===== src/sv/sfd_pkg.sv =====
// Package for the stereo feedback delay: register codes, gain format and the
// configuration struct passed from the register block to the datapath.
// No dependencies.
package sfd_pkg;

    localparam int GAIN_BITS     = 16;
    localparam int GAIN_FRAC     = 15;
    localparam int DELAY_BITS    = 15;
    localparam int CFG_ADDR_BITS = 4;
    localparam int CFG_DATA_BITS = 32;

    typedef enum logic [1:0] {
        REG_ENABLE   = 2'd0,
        REG_DELAY    = 2'd1,
        REG_MIX      = 2'd2,
        REG_FEEDBACK = 2'd3
    } cfg_reg_t;

    typedef struct packed {
        logic                  enable;
        logic [DELAY_BITS-1:0] delay_pairs;
        logic [GAIN_BITS-1:0]  mix_gain;
        logic [GAIN_BITS-1:0]  feedback_gain;
    } cfg_t;

endpackage


===== src/sv/sfd_cfg.sv =====
// APB register block of the stereo feedback delay.
// Depends on sfd_pkg.
module sfd_cfg import sfd_pkg::*; (
    input  logic                     clk,
    input  logic                     rst_n,
    input  logic                     psel,
    input  logic                     penable,
    input  logic                     pwrite,
    input  logic [CFG_ADDR_BITS-1:0] paddr,
    input  logic [CFG_DATA_BITS-1:0] pwdata,
    output logic [CFG_DATA_BITS-1:0] prdata,
    output logic                     pready,
    output cfg_t                     cfg
);

    cfg_t     cfg_reg;
    cfg_t     cfg_next;
    cfg_reg_t reg_sel;
    logic     wr_en;

    assign reg_sel = cfg_reg_t'(paddr[3:2]);
    assign wr_en   = psel && penable && pwrite;
    assign pready  = 1'b1;

    always_comb
    begin
        cfg_next = cfg_reg;
        if (wr_en)
        begin
            unique case (reg_sel)
                REG_ENABLE:   cfg_next.enable        = pwdata[0];
                REG_DELAY:    cfg_next.delay_pairs   = pwdata[DELAY_BITS-1:0];
                REG_MIX:      cfg_next.mix_gain      = pwdata[GAIN_BITS-1:0];
                REG_FEEDBACK: cfg_next.feedback_gain = pwdata[GAIN_BITS-1:0];
            endcase
        end
    end

    always_comb
    begin
        unique case (reg_sel)
            REG_ENABLE:
                prdata = {{(CFG_DATA_BITS-1){1'b0}}, cfg_reg.enable};
            REG_DELAY:
                prdata = {{(CFG_DATA_BITS-DELAY_BITS){1'b0}}, cfg_reg.delay_pairs};
            REG_MIX:
                prdata = {{(CFG_DATA_BITS-GAIN_BITS){1'b0}}, cfg_reg.mix_gain};
            REG_FEEDBACK:
                prdata = {{(CFG_DATA_BITS-GAIN_BITS){1'b0}}, cfg_reg.feedback_gain};
        endcase
    end

    always_ff @(posedge clk or negedge rst_n)
    begin
        if (!rst_n)
        begin
            cfg_reg <= '0;
        end
        else
        begin
            cfg_reg <= cfg_next;
        end
    end

    assign cfg = cfg_reg;

endmodule


===== config.mk =====
export PLATFORM = sky130hd
export DESIGN_NAME = sfd_cfg
export DESIGN_NICKNAME = d
export VERILOG_FILES = /design/src/sv/sfd_pkg.sv /design/src/sv/sfd_cfg.sv
export SDC_FILE = /design/constraint.sdc
export NUM_CORES = 1
export LEC_CHECK = 0
export BUFFER_PORTS_ARGS = -buffer_cell sky130_fd_sc_hd__buf_2
export CORE_ASPECT_RATIO = 0.9
export CORE_MARGIN = 4
export CORE_UTILIZATION = 45
export DETAILED_ROUTE_END_ITERATION = 7
export PLACE_DENSITY = 0.84
export SETUP_SLACK_MARGIN = 0.02
export SLEW_MARGIN = 10
export SYNTH_ARGS = -nofsm -noshare
export SYNTH_HDL_FRONTEND = slang
export SYNTH_SLANG_ARGS = --single-unit

===== constraint.sdc =====
create_clock -name clk -period 1.2 [get_ports clk]
set_clock_uncertainty 0.15 [all_clocks]
set_input_delay 0.06 -clock clk [delete_from_list [all_inputs] [get_ports clk]]
set_output_delay 0.06 -clock clk [all_outputs]
set_load 0.02 [all_outputs]

* Word level (Yosys, flattened, before mapping)
Index checks and enable logic that the tools add are counted.
Cells by class: reduce and logical (&&, ||, !) cells 7, mux-type cells 1, equal/unequal tests 3
Operators with widths (number):
- case mux 32 bit (4 select lines) | 1
- AND reduction 2 bit | 4
- equality test 2 bit, second input constant | 2
- equality test 2 x 1 -> 1 bit, second input constant | 1
- logical AND 1 bit | 2
- logical NOT 2 bit | 1
Word-level totals: logic and storage cells 15, input port bits 41, register bits 48, output and inout port bits 81

* Depth between registers and ports, before layout
depth after elaboration 3, depth in mapped cells 5, depth with buffers taken out 3

* Worst setup path after synthesis
Ideal clock, no wire load.
path kind register -> output, from register cfg_reg (netlist bit cfg[32]), to output prdata[0], path buffers 0, path slack -0.086 ns, stages on the path, launching flop included 2, arrival time 1.076 ns, path through dfrtp_1 mux4_1
Between the ends: cells in the longest elaborated chain, start to end 1
RTL lines:
- start: declaration | line sfd_cfg.sv:16 | cfg_t cfg_reg;
- start signal: assignment | line sfd_cfg.sv:61 | cfg_reg <= cfg_next;
- case mux 32 bit (4 select lines) | line sfd_cfg.sv:41 | unique case (reg_sel)
- end: declaration | line sfd_cfg.sv:11 | output logic [CFG_DATA_BITS-1:0] prdata,
No other way between the ends. The select of a mux whose other input is x is not followed.

* Worst setup path after layout
from register cfg_reg (netlist bit cfg[25]), to output prdata[9]
The elaborated chain is that of the path after synthesis.

==> results.tsv <==
metric	value	unit
clock tree buffer depth	2	
Crit path largest cell delay	0.40	ns
Worst Path Buf+Inv	1	
Die W	84.9	microns
pwr dens	1680	nW/um^2
#FFs+latches synth	48	
CTS clock-pin slew for the worst setup and hold paths	0.08	ns
Synth area leaders	dfrtp_1, mux2_2, mux2_4	
final setup margin	-0.356	ns
routed vias	1803	
maxcap violations	0	
Worst setup EP type	output port	
Post-DP HPWL	4090	microns
nets@finish	344	
Leakage	1.88	nW
IO Pins	122	
failing checks	setup timing	
register area share after synthesis	50.2	%
Initial Utilization	48.0	%
Worst EP arrival	1.35	ns
largest net degree at the start of global routing	49	
clk root buf	clkbuf_8	
top cell type's share of synthesized area	50.2	%
Vias/cell	4.89	
Top Family by Delay on Critical Path	flip-flops	
layout cells sized above 1	65.8	%
setup TNS	-4.63	ns
gr usage total	19.4	%
register area	1200	sq um
crit path launch type	flop	
number of global-route vias before repair	2001	
GR Util met2	33.3	%
final number of setup-violating endpoints	17	
status	finished with violations	
Max Slew Vio Count	0	
DIE HEIGHT	77.2	microns
Routed WL	6350	microns
Final Hold Fails	0	
routed length per instance	17.2	microns
crit path cell chain	mux2_4 > a22o_4 > buf_6	
syn avg cell area	14.8	sq um
post-route ant nets	0	
critical path depth	3	
DRC	0	
Syn-to-layout area delta	57.5	%
CP Max Fanout	2	
Cell Area, Synth	2390	sq um
worst-skew pair later-pin latency	0.29	ns
IR drop worst, VDD	1.00	mV
CTS H-tree lvls	2	
die area	6550	sq um
initial antenna violation count	0	
Cells after Synth	162	
Hold Crit Class	input pin to async pin	
row cnt	24	
gpl congestion	0.682	
Place WS	-0.152	ns
Yosys top cell by area	dfrtp_1	
fin crit share	130	%
ant diodes	0	
fin crit period	1.56	ns
multi-input logic area	1040	sq um
Yosys cell types	21	
CP Data Required Time	0.99	ns
DR iter-0 viols	47	
CP max-delay cell	dfrtp_1	
fmax	0.643	GHz
total gr overflow	0	
PortBufs	86	
TritonCTS buffer count	5	
global-route wire length before repair	10100	microns
core area	4980	sq um
GRT Max-Usage Layer	met2	
RSZ-0062 raised after global routing	true	
Yosys Warn Count	0	
critical path type	flop to output port	
number of flip-flops in the largest register	48	
total power	6.34	mW
met3 Usage GRT	4.82	%
clock sinks	48	
grt met1 use	24.4	%
Initial DRT Pass Iterations	4	
R2R cell count	3	
CTS tree	built	
# fillers	326	
[cell type report]
class / count / area share, %
repair buffers: 146 / 35.9
flip-flops and latches: 48 / 31.9
multi-input cells: 102 / 27.6
clock buffers: 6 / 2.19
well taps: 65 / 2.16
clock inverters: 2 / 0.265
[cells by family after synthesis]
family          synth area share, %
mux                            32.2
flops                          50.2
buf+inv                        9.51
compound gates                 5.12
simple gates                   2.66
other cells                   0.314
[synth_stat cells]
cell and n:
mux2_2 48, mux4_1 1, buf_12 1, conb_1 2, clkbuf_1 1, buf_2 1
and3_4 1, a22o_1 14, buf_4 17, nor2b_4 1, mux2i_1 1, buf_6 6
and3b_1 1, nor3b_1 1, and2_1 1, nor2b_1 1, buf_1 1, dfrtp_1 48
nand3_2 1, mux2_1 4, mux2_4 10
[metal layers]
| layer | vias to the layer above | wire length, microns |
|---|---|---|
| li1 | 837 | - |
| met1 | 897 | 2590 |
| met2 | 63 | 3340 |
| met3 | 6 | 364 |
| met4 | 0 | 54 |
| met5 | - | 0 |
[report_power, final]
part / total (mW) / internal, mW / switching, mW
clock: 0.962 / 0.460 / 0.502
sequential: 2.27 / 1.99 / 0.271
combinational: 3.11 / 1.74 / 1.37
[stage by stage]
step	std cells	hold slack, ns	utilization (%)	cell area [sq um]
after floorplan	177	-0.386	-	2460
after global placement	339	-0.0877	61.9	3090
after detailed placement	339	-0.0848	61.9	3090
after CTS	369	0.132	72.7	3620
after global routing	369	0.161	75.7	3770
final	369	0.119	75.7	3770
[worst paths after layout]
check,startpoint,to,slack (ns)
hold / removal,rst_n,cfg[10],0.12
min in group clk,paddr[3],cfg[14],0.20
setup / recovery,cfg[25],prdata[9],-0.36
setup reg to reg,cfg[18],cfg[18],0.07
hold reg to reg,cfg[32],cfg[32],0.37
max in group asynchronous,rst_n,cfg[24],0.54
[layout by cell type (no fill, tap or decap), types with 2 or more instances in the layout]
cell and instances:
buf_6 68, dfrtp_1 48, mux2_2 44, buf_2 41, conb_1 17, dlygate4sd3_1 17, buf_4 15, mux2_4 14
a22o_1 13, clkbuf_8 6, buf_12 5, mux2_1 4, clkinv_2 2
[what timing repair did]
action	CTS	global route
hold buffers	17	0
hold endpoints to repair	96	0
gates resized for setup	75	43
setup endpoints to repair	34	44
pin swaps	1	0
buffers inserted	10	9
[tightest hold or removal path: stages]
cell	delay, ns
dlygate4sd3_1	0.52
buf_2	0.12
buf_12	0.25
No activity file was read; power rests on OpenSTA's default activity.
